--- config.mk ---
export PLATFORM = sky130hd
export DESIGN_NAME = lpmr_out_stage
export DESIGN_NICKNAME = d
export VERILOG_FILES = /design/src/rtl/lpmr_pkg.sv /design/src/rtl/lpmr_out_stage.sv
export SDC_FILE = /design/constraint.sdc
export NUM_CORES = 1
export LEC_CHECK = 0
export ABC_CLOCK_PERIOD_IN_PS = 2060
export BUFFER_PORTS_ARGS = -buffer_cell sky130_fd_sc_hd__buf_2
export CELL_PAD_IN_SITES_DETAIL_PLACEMENT = 0
export CELL_PAD_IN_SITES_GLOBAL_PLACEMENT = 1
export CORE_ASPECT_RATIO = 0.75
export CORE_UTILIZATION = 40
export DETAILED_ROUTE_END_ITERATION = 12
export PLACE_DENSITY = 0.71
export SLEW_MARGIN = 10
export SYNTH_ARGS = -nofsm -noshare
export SYNTH_HDL_FRONTEND = slang
export SYNTH_SLANG_ARGS = --single-unit
export TNS_END_PERCENT = 30
--- constraint.sdc ---
create_clock -name clk -period 2.06 [get_ports clk]
set_input_delay 0.309 -clock clk [delete_from_list [all_inputs] [get_ports clk]]
set_output_delay 0.309 -clock clk [all_outputs]
set_load 0.005 [all_outputs]
--- src/rtl/lpmr_pkg.sv ---
// Shared types and codes for the length-prefixed message ring.
package lpmr_pkg;

    // Operation codes carried by the op field
    localparam logic [2:0] OP_PUSH_START = 3'd0;
    localparam logic [2:0] OP_PUSH_BYTE  = 3'd1;
    localparam logic [2:0] OP_PEEK_START = 3'd2;
    localparam logic [2:0] OP_PEEK_BYTE  = 3'd3;
    localparam logic [2:0] OP_POP        = 3'd4;

    // Result status codes
    localparam logic [2:0] STAT_OK         = 3'd0;
    localparam logic [2:0] STAT_EMPTY      = 3'd1;
    localparam logic [2:0] STAT_NEVER_FITS = 3'd2;
    localparam logic [2:0] STAT_TOO_LONG   = 3'd3;
    localparam logic [2:0] STAT_SEQUENCE   = 3'd4;

    // Message header is a two-byte little-endian length
    localparam int         HDR_BYTES = 2;
    localparam logic [7:0] BYTE_MASK = 8'hFF;
    localparam logic [8:0] EV_MAX    = 9'd511;

    // Controller sequencer states
    typedef enum logic [2:0] {
        S_IDLE,
        S_EVICT,
        S_HDR_B,
        S_HDR_C,
        S_PUT_HI,
        S_BYTE
    } state_t;

    // One result beat
    typedef struct packed {
        logic [2:0] status;
        logic [9:0] head_length;
        logic [7:0] byte_out;
        logic       last_byte;
        logic [8:0] evicted;
    } res_t;

endpackage

--- src/rtl/lpmr_out_stage.sv ---
// Result output register with one skid entry behind it.
module lpmr_out_stage (
    input  logic              clk,
    input  logic              rst_n,
    input  logic              res_valid,
    output logic              res_ready,
    input  lpmr_pkg::res_t    res,
    output logic              out_valid,
    input  logic              out_ready,
    output lpmr_pkg::res_t    out_res
);
    import lpmr_pkg::*;

    logic  out_valid_reg, out_valid_next;
    logic  skid_valid_reg, skid_valid_next;
    res_t  out_res_reg, out_res_next;
    res_t  skid_res_reg, skid_res_next;
    logic  out_pop;

    assign out_pop   = out_valid_reg && out_ready;
    assign res_ready = !skid_valid_reg;
    assign out_valid = out_valid_reg;
    assign out_res   = out_res_reg;

    // Output and skid occupancy
    always_comb
    begin
        out_valid_next  = out_valid_reg;
        skid_valid_next = skid_valid_reg;
        out_res_next    = out_res_reg;
        skid_res_next   = skid_res_reg;
        if (skid_valid_reg)
        begin
            if (out_pop)
            begin
                out_res_next    = skid_res_reg;
                skid_valid_next = 1'b0;
            end
        end
        else if (res_valid)
        begin
            if (!out_valid_reg || out_pop)
            begin
                out_res_next   = res;
                out_valid_next = 1'b1;
            end
            else
            begin
                skid_res_next   = res;
                skid_valid_next = 1'b1;
            end
        end
        else if (out_pop)
        begin
            out_valid_next = 1'b0;
        end
    end

    always_ff @(posedge clk or negedge rst_n)
    begin
        if (!rst_n)
        begin
            out_valid_reg  <= 1'b0;
            skid_valid_reg <= 1'b0;
        end
        else
        begin
            out_valid_reg  <= out_valid_next;
            skid_valid_reg <= skid_valid_next;
        end
    end

    always_ff @(posedge clk)
    begin
        out_res_reg  <= out_res_next;
        skid_res_reg <= skid_res_next;
    end

    // Skid only fills behind a waiting output beat
    assert property (@(posedge clk) disable iff (!rst_n)
        skid_valid_reg |-> out_valid_reg)
        else $error("skid entry without output beat");

    // Controller never finishes an item into a full stage
    assert property (@(posedge clk) disable iff (!rst_n)
        res_valid |-> res_ready)
        else $error("result dropped at full output stage");

endmodule

==> results of run 1 <==
kinds of logic (layout without fill, tap and decap cells):
family,after synthesis,in the layout,synth area share
DFF,64,64,0.771
muxes,31,31,0.179
and+or+nand+nor,5,5,0.0131
buffers and inverters,5,90,0.0283
AOI/OAI and AO/OA,3,3,0.00908
path summary, 6_finish.rpt:
check / to / slack [ns] / depth (start not counted)
max: res_ready / 0.53 / 3
min: skid_res_reg[24] / 0.17 / 1
max reg2reg: out_res[2] / 0.68 / 3
min reg2reg: out_res[20] / 0.54 / 1
max in group asynchronous: skid_valid_reg / 1.62 / 2
min in group asynchronous: skid_valid_reg / 0.34 / 2
per-stage QoR:
stage | instance area, sq um | setup slack, ns | hold WS [ns]
after floorplan | 2480 | 0.163 | 0.0134
after global placement | 2890 | 0.753 | 0.0974
after detailed placement | 2890 | 0.684 | 0.0979
after CTS | 3060 | 0.499 | 0.149
after global routing | 3060 | 0.434 | 0.146
final | 3060 | 0.527 | 0.170
area by class of cell:
class | instances | area [sq um] | area share
Tap cell | 78 | 97.6 | 0.0319
Inverter | 1 | 3.75 | 0.00123
Sequential cell | 64 | 1910 | 0.626
Timing Repair Buffer | 74 | 390 | 0.128
Multi-Input combinational cell | 39 | 498 | 0.163
Clock inverter | 5 | 25.0 | 0.00819
Clock buffer | 10 | 128 | 0.0418
placed cells by master (no fill, tap or decap):
master / n
buf_2: 67
edfxtp_1: 62
mux2_4: 25
clkbuf_8: 9
mux2_2: 6
buf_4: 6
nor2_1: 2
clkinv_1: 2
clkinv_2: 2
inv_2: 1
and2_1: 1
o22a_1: 1
and4bb_2: 1
a21oi_1: 1
nand2b_1: 1
a22o_1: 1
clkbuf_1: 1
clkinvlp_4: 1
dlygate4sd3_1: 1
dfrtp_1: 1
dfrtp_2: 1
worst max-delay path, stage by stage (launching register included):
cell and delay (ns):
dfrtp_2 0.39, buf_4 0.32, inv_2 0.06, buf_2 0.13
power by group through the flow:
| stage | Sequential (mW) | Combinational [mW] | Clock, mW |
|---|---|---|---|
| after floorplan | 2.05 | 0.785 | 0 |
| after global placement | 2.01 | 1.12 | 0 |
| after detailed placement | 2.02 | 1.16 | 0 |
| after CTS | 1.99 | 1.16 | 0.888 |
| after global routing | 2.03 | 1.23 | 0.936 |
| final | 1.99 | 1.14 | 0.850 |
metal layers:
metal	vias to the layer above	global-route usage	part of all wire
li1	588	-	-
met1	572	0.159	0.42
met2	48	0.214	0.49
met3	5	0.0621	0.072
met4	0	0.0718	0.012
met5	-	0	0
==> summary.md, run 1 <==
| Metric | Value |
|---|---|
| Residual DRC | 0 |
| Post-Synthesis Cells | roughly 110 |
| Vias in the first global route | roughly 1,300 |
| Max Freq | about 0.65 GHz |
| Post-route setup TNS | 0 ns |
| Wire length per cell | ~15 microns |
| Combinational share of power | 0.286 |
| Maximum Capacitance Violations | 0 |
| Worst-path fanout max | 19 |
| GRT Util Overall | 0.137 |
| Top_reg_cell synth | edfxtp_1 |
| Fin crit period | 1.53 ns |
| Sequential fraction of the synthesis area | 0.771 |
| PwrDens | ~1300 nW/um^2 |
| First-pass GRT wire length | about 6400 microns |
| Dpl hpwl | about 2800 microns |
| IO Port Bufs | between 60 and 70 |
| Yosys warns | 0 |
| Die H | 70.2 microns |
| Mapped Avg Cell Area | approximately 23 sq um |
| Longest Clk Path Bufs | 2 |
| H-tree levels | 3 |
| Via count | ~1,200 |
| Power Total | about 4 mW |
| Grt ovf | 0 |
| Final GP Congestion | 0.621 |
| Max-slew violations | 0 |
| Number of synthesized flops with an enable pin | between 60 and 70 |
| Async set-reset flop share out of synthesis | 0.0313 |
| Tcrit/Tclk final | 0.744 |
| Cts-stage hold buffer count | 1 |
| Reg2Reg Launch Point | out_valid |
| Detailed-route wire length | 3970 microns |
| Largest net degree at the start of global routing | 21 |
| Vias/cell | between 4 and 5 |
| Synth top area cells | edfxtp_1 (75%), mux2_4 (15%), mux2_2 (2.7%) |
| Clock Pin Slew Worst Setup and Hold Paths | roughly 0.060 ns |
| Setup Skew | between 0.007 and 0.008 ns |
| Inst Count DP | around 260 |
| Maximum vdd drop | ~500 uV |
| Non-Filler Instances | roughly 270 |
| WS Path Type | register to primary output |
| Post-synth top cells | edfxtp_1 (62), mux2_4 (25), mux2_2 (6) |
| Part of the power in registers | 0.500 |
| Initial antenna violation count | 0 |
| Initial core utilization | 0.421 |
| # rows | 24 |
| Yosys reg bits | 64 |
| Syn nets | 143 |
| Clk network pwr share | 0.214 |
| Layout area overhead | 23.2% |
| Clock Sinks | 64 |
| Post_cts resized | 0 |
| Ratio of cells with drive above 1 in the final layout | 0.617 |
| Postcts setup bufs | 0 |
| DIE AREA | 6520 sq um |
| Outcome | completed |
| Hold_sp | res[24] |
| Worst Tran Pin Value | about 0.31 ns |
| Int Power | a little under 3 mW |
| Worst-Skew Late Latency | between 0.3 and 0.4 ns |
| Relative slew slack | 0.790 |
| Die width | around 93 microns |
| Root Driver | clkbuf_8 |
| TritonCTS clock tree | built |
| Post-Syn Area | about 2500 sq um |
| Final setup fails | 0 |
| Synth area leader | edfxtp_1 |
| Min-Delay Path Class | input port to register |
| Antenna Nets Post-Route | 0 |
| Unique cell type count in the Yosys netlist | 15 |
| Most frequent cell after synthesis | edfxtp_1 |
| RSZ-0062 raised after global routing | false |
| P_sw | approximately 1.1 mW |
| DRT iter0 DRCs | 73 |
| Core area | between 5000 and 6000 sq um |
| Critical Path Start | skid_valid_reg |
| Post-layout net count | 224 |
| Switching Fraction | 0.267 |
| Crit path launch type | register |
| Worst EP required | approximately 1.8 ns |
| Pre-Repair DR Iteration Count | 4 |
| ANT cells | 0 |
| Fill count | 503 |
| Post-Route Utilization | 0.519 |
| Crit path arrival time | approximately 1.2 ns |
| Post-synth top area share | 0.751 |
| Total CTS buffers | 9 |
| Leakage power total | about 1.2 nW |
| Setup crit end kind | primary output |
| Final hold violation count | 0 |
| Ports | 68 |
(Power assumes the default switching activity.)
==> run 2: changes to the inputs <==
- ABC_AREA: unset -> 1
- ABC_CLOCK_PERIOD_IN_PS: 2060 -> 1400
- CORE_UTILIZATION: 40 -> 37
- PLACE_DENSITY: 0.71 -> 0.73
- clock period: 2.06 -> 1.4 ns (I/O delays scaled with it)
==> summary.md, run 2 <==
| Metric | Value |
|---|---|
| Post-synthesis mux area share | 0 |
| Final setup fails | 0 |
| Post-layout net count | between 200 and 300 |
| Yosys reg bits | 64 |
| Fill count | roughly 580 |
| IO Port Bufs | between 60 and 70 |
| XOR/XNOR Fraction of Synth Area | 0 |
| Antenna Nets Post-Route | 0 |
| Top_reg_cell synth | edfxtp_1 |
| Most common cell after layout, fill and taps aside | nand2_1 |
| Wire length per cell | about 13 microns |
| Crit path arrival time | between 1 and 1.5 ns |
| H-tree levels | 3 |
| Async set-reset flop share out of synthesis | 0.0313 |
| Yosys warns | 0 |
| Most frequent cells in the layout | nand2_1 (88), buf_2 (67), edfxtp_1 (62) |
| Initial antenna violation count | 0 |
| Root Driver | clkbuf_8 |
| Relative slew slack | 0.879 |
| Leakage power total | ~1.4 nW |
| Syn nets | roughly 220 |
| TritonCTS clock tree | built |
| Maximum Capacitance Violations | 0 |
| Final hold violation count | 0 |
| Crit path launch type | register |
| Inst Count DP | between 300 and 400 |
| Setup crit end kind | register |
| Vias/cell | roughly 4.2 |
| ANT cells | 0 |
| Max-slew violations | 0 |
| Initial core utilization | 0.385 |
| Mapped Avg Cell Area | roughly 14 sq um |
| Post-synthesis compound-gate area fraction | 0.00206 |
| DIE AREA | between 6000 and 7000 sq um |
| Dpl hpwl | 3030 microns |
| Largest net degree at the start of global routing | 21 |
| Maximum vdd drop | 787 uV |
| Ratio of cells with drive above 1 in the final layout | 0.414 |
| Clock Pin Slew Worst Setup and Hold Paths | ~0.070 ns |
| Via count | roughly 1,500 |
| Synth area leader | edfxtp_1 |
| Most frequent cell after synthesis | nand2_1 |
| Worst-Skew Late Latency | between 0.3 and 0.4 ns |
| Outcome | completed |
| Post-synth top cells | nand2_1 (89), edfxtp_1 (62), nand2_2 (10) |
| Synth top area cells | edfxtp_1 (76%), nand2_1 (14%), nand2_2 (2.6%) |
| WS Path Type | register to register |
| Max Freq | 0.749 GHz |
| Largest family of logic cells by synthesized area | simple AND/OR/NAND/NOR gates |
| First-pass GRT wire length | ~7100 microns |
| Worst-path fanout max | 20 |
| Ports | slightly below 70 |
| Fin crit period | about 1.3 ns |
| Number of synthesized flops with an enable pin | just over 60 |
| Die H | between 70 and 80 microns |
| Post-Syn Area | 2430 sq um |
| Worst path cell trace | buf_4 > nand2_1 > nand2_2 > nor2_4 > buf_12 |
| Min-Delay Path Class | input port to register |
| Detailed-route wire length | between 4000 and 5000 microns |
| Synth Area in Adders | 0 |
| Vias in the first global route | approximately 1,400 |
| Post-route setup TNS | 0 ns |
| Die width | roughly 96 microns |
| Longest Clk Path Bufs | 2 |
| Power Total | 5.28 mW |
| Tcrit/Tclk final | 0.954 |
| Final GP Congestion | ~0.7 |
| GRT Util Overall | 0.146 |
| Pre-Repair DR Iteration Count | 4 |
| Sequential fraction of the synthesis area | 0.785 |
| # rows | 25 |
| Clock Sinks | 64 |
| Post-Route Utilization | 0.511 |
| Layout area overhead | 32.6% |
| Post-synth top area share | 0.765 |
| Residual DRC | 0 |
| CP max stage cell | dfrtp_2 |
| Post-Synthesis Cells | 180 |
| Core area | 6320 sq um |
| Synth Area in Simple Gates | 0.169 |
| Grt ovf | 0 |
| CP peak stage delay | roughly 0.44 ns |
| Setup Skew | around 0.0076 ns |
| Total CTS buffers | 9 |
| Worst EP required | 1.45 ns |
| Unique cell type count in the Yosys netlist | 11 |
| Non-Filler Instances | between 300 and 400 |
| RSZ-0062 raised after global routing | true |
| PwrDens | 1640 nW/um^2 |
| Worst Tran Pin Value | ~0.18 ns |
| DRT iter0 DRCs | between 60 and 70 |
==> run 2: cell types whose count changed after synthesis, moves of 2 or more <==
cell,change
buf_4,+2
buf_6,+3
inv_1,+4
mux2_2,-6
mux2_4,-25
nand2_1,+89
nand2_2,+10
nor2_1,+2
==> run 2: per-layer routing <==
metal | track usage | routed length, microns
met1 | 0.207 | 2160
met2 | 0.199 | 1900
met3 | 0.0535 | 309
met4 | 0.0647 | 73
met5 | 0 | 0
==> run 2: area by class of cell <==
type	instances	area (sq um)	share of cell area
Tap cell	81	101	0.0314
Sequential cell	64	1910	0.593
Clock buffer	9	124	0.0384
Clock inverter	7	119	0.0368
Timing Repair Buffer	79	503	0.156
Multi-Input combinational cell	104	442	0.137
Inverter	5	26.3	0.00814
==> run 2: timing repair <==
| action | 4_1_cts | 5_1_grt |
|---|---|---|
| resized for setup | 1 | 0 |
| endpoints found under the setup margin | 1 | 2 |
| gates cloned | 1 | 0 |
| buffers inserted | 1 | 1 |
| endpoints found under the hold margin | 2 | 0 |
| hold buffers | 1 | 0 |
==> run 2: final timing paths <==
check / startpoint / to / slack, ns / cells past startpoint
worst max-delay path: skid_valid_reg / out_res[29] / 0.06 / 5
worst min-delay path: res[8] / skid_res_reg[8] / 0.06 / 1
worst max register to register: skid_valid_reg / out_res[29] / 0.06 / 5
worst min register to register: skid_res_reg[1] / out_res[1] / 0.51 / 2
max in group asynchronous: rst_n / skid_valid_reg / 1.10 / 2
min in group asynchronous: rst_n / out_valid / 0.19 / 2
==> run 2: logic make-up (layout without fill, tap and decap cells) <==
| group | after synthesis | in the layout |
|---|---|---|
| and+or+nand+nor | 103 | 103 |
| DFF | 64 | 64 |
| buffers and inverters | 12 | 100 |
| AOI/OAI and AO/OA | 1 | 1 |
==> run 2: where the power goes <==
part	switching [mW]	leakage, nW	internal (mW)
registers	0.0718	0.607	2.42
clock network	0.723	0.117	1.18
logic	0.486	0.684	0.395
total	1.28	1.41	4.00
==> run 2: critical path, delay by kind of cell, from the launching register on <==
family | cells | cell delay [ns]
buffers and inverters | 2 | 0.33
DFF | 1 | 0.44
and+or+nand+nor | 3 | 0.27
==> run 2: stage by stage <==
stage / worst slack (ns) / instance area [sq um] / hold WS [ns]
global route: -0.00285 / 3230 / 0.0447
finish: 0.0641 / 3230 / 0.0608
floorplan: -0.126 / 2460 / -0.0856
CTS: 0.00875 / 3220 / 0.0457
global placement: 0.0928 / 2930 / 0.00320
detailed placement: 0.0802 / 2930 / 0.00302
==> run 3: changes to the inputs <==
- ABC_AREA: 1 -> unset
- CORE_UTILIZATION: 37 -> 39
- PLACE_DENSITY: 0.73 -> 0.72
- SETUP_SLACK_MARGIN: unset -> 0.5
==> summary.md, run 3 (synthesized netlist as in run 1, its figures left out) <==
| Metric | Value |
|---|---|
| Detailed-route wire length | 4010 microns |
| First-pass GRT wire length | roughly 6400 microns |
| Antenna Nets Post-Route | 0 |
| CP peak stage delay | 0.48 ns |
| # rows | 24 |
| Power Total | 6.76 mW |
| Cell family with most CP delay | flip-flops |
| Initial antenna violation count | 0 |
| Met1 usage | 0.180 |
| Crit path launch type | register |
| Maximum vdd drop | 715 uV |
| Initial core utilization | 0.415 |
| Worst EP required | between 1 and 1.5 ns |
| Layout area overhead | 32.1% |
| TritonCTS clock tree | built |
| Outcome | completed |
| DIE AREA | 6680 sq um |
| Crit path arrival time | about 1.4 ns |
| Worst Tran Pin Value | between 0.15 and 0.2 ns |
| Most common cell after layout, fill and taps aside | buf_2 |
| Ratio of cells with drive above 1 in the final layout | 0.653 |
| Grt ovf | 0 |
| Layer with the highest usage | met2 |
| Wire length per cell | between 10 and 15 microns |
| Vias/cell | around 4.5 |
| Hold_ws | 0.0620 ns |
| CP Buf/Inv Count | 1 |
| Maximum Capacitance Violations | 0 |
| Die H | between 70 and 80 microns |
| Die width | 94.1 microns |
| Root Driver | clkbuf_8 |
| Worst-Skew Late Latency | approximately 0.34 ns |
| PwrDens | about 2100 nW/um^2 |
| Total CTS buffers | 9 |
| RSZ-0062 raised after global routing | true |
| DRT iter0 DRCs | 28 |
| Post-Route Utilization | 0.548 |
| H-tree levels | 3 |
| Vias in the first global route | about 1,300 |
| CP max stage cell | dfrtp_2 |
| Clock Sinks | 64 |
| Ports | between 60 and 70 |
| Most frequent cells in the layout | buf_2 (66), edfxtp_1 (62), mux2_4 (25) |
| Final setup fails | 0 |
| Post-route setup slack | approximately 0.086 ns |
| Post-route setup TNS | 0 ns |
| Leakage power total | 1.31 nW |
| Tcrit/Tclk final | 0.939 |
| Worst path cell trace | and4bb_4 > buf_12 |
| Longest Clk Path Bufs | 2 |
| Via count | between 1,000 and 1,500 |
| Post-layout net count | 229 |
| Clock Pin Slew Worst Setup and Hold Paths | ~0.07 ns |
| Relative slew slack | 0.873 |
| Setup crit end kind | register |
| Largest net degree at the start of global routing | 19 |
| Min-Delay Path Class | input port to register |
| IO Port Bufs | between 60 and 70 |
| GRT Util Overall | 0.137 |
| Pre-Repair DR Iteration Count | 4 |
| Max Freq | 0.761 GHz |
| Max-slew violations | 0 |
| WS Path Type | register to register |
| Setup Skew | 0.00545 ns |
| ANT cells | 0 |
| Worst-path fanout max | 18 |
| Final hold violation count | 0 |
| Core area | roughly 6000 sq um |
| Final GP Congestion | roughly 0.68 |
| Residual DRC | 0 |
| Dpl hpwl | ~2800 microns |
| GRT met3 Usage | 0.0731 |
| Met2 global-route usage | 0.192 |
| Fin crit period | ~1.3 ns |
| Pre-CTS setup slack | a little over 0.09 ns |
[run 3: cell count changes in the layout (fill, tap and decap cells not counted), sizes merged, moves of 2 or more]
cell      previous run  this run
nor2                 4         2
clkinvlp             1         3
inv                  6         1
mux2                 0        31
nand2               99         0
[run 3: what timing repair did]
action / in CTS / in global routing
setup endpoints to repair: 128 / 128
setup buffers: 3 / 0
endpoints found under the hold margin: 2 / 0
hold buffers: 1 / 0
gates resized for setup: 2 / 2
[run 3: where the power goes]
part	switching, mW	internal [mW]	leakage, nW
Combinational	0.843	1.24	0.604
Sequential	0.183	2.79	0.600
Clock	0.712	1.00	0.101
[run 3: through the flow]
step	instance area, sq um	instances
CTS	3270	277
finish	3280	277
global route	3280	277
detailed placement	3010	257
floorplan	2490	108
global placement	3010	257
[run 3: final timing paths]
path | startpoint | cells after the start | slack [ns] | to
max in group asynchronous | rst_n | 2 | 1.10 | skid_valid_reg
min reg2reg | skid_res_reg[8] | 1 | 0.55 | out_res[8]
max | skid_valid_reg | 2 | 0.09 | skid_res_reg[25]
min | res[4] | 1 | 0.06 | skid_res_reg[4]
max reg2reg | skid_valid_reg | 2 | 0.09 | skid_res_reg[25]
min in group asynchronous | rst_n | 2 | 0.19 | out_valid
[run 3: final cells by class]
type	instances	area [sq um]
inverters	1	6.26
flip-flops and latches	64	1910
multi-input cells	39	513
clock buffers	9	124
fillers	484	2700
repair buffers	79	526
clock inverters	7	96.3
well taps	78	97.6
[run 3: per-layer routing]
metal / part of all wire / vias up
li1: - / 599
met1: 0.46 / 581
met2: 0.46 / 53
met3: 0.079 / 4
met4: 0.0055 / 0
met5: 0 / -
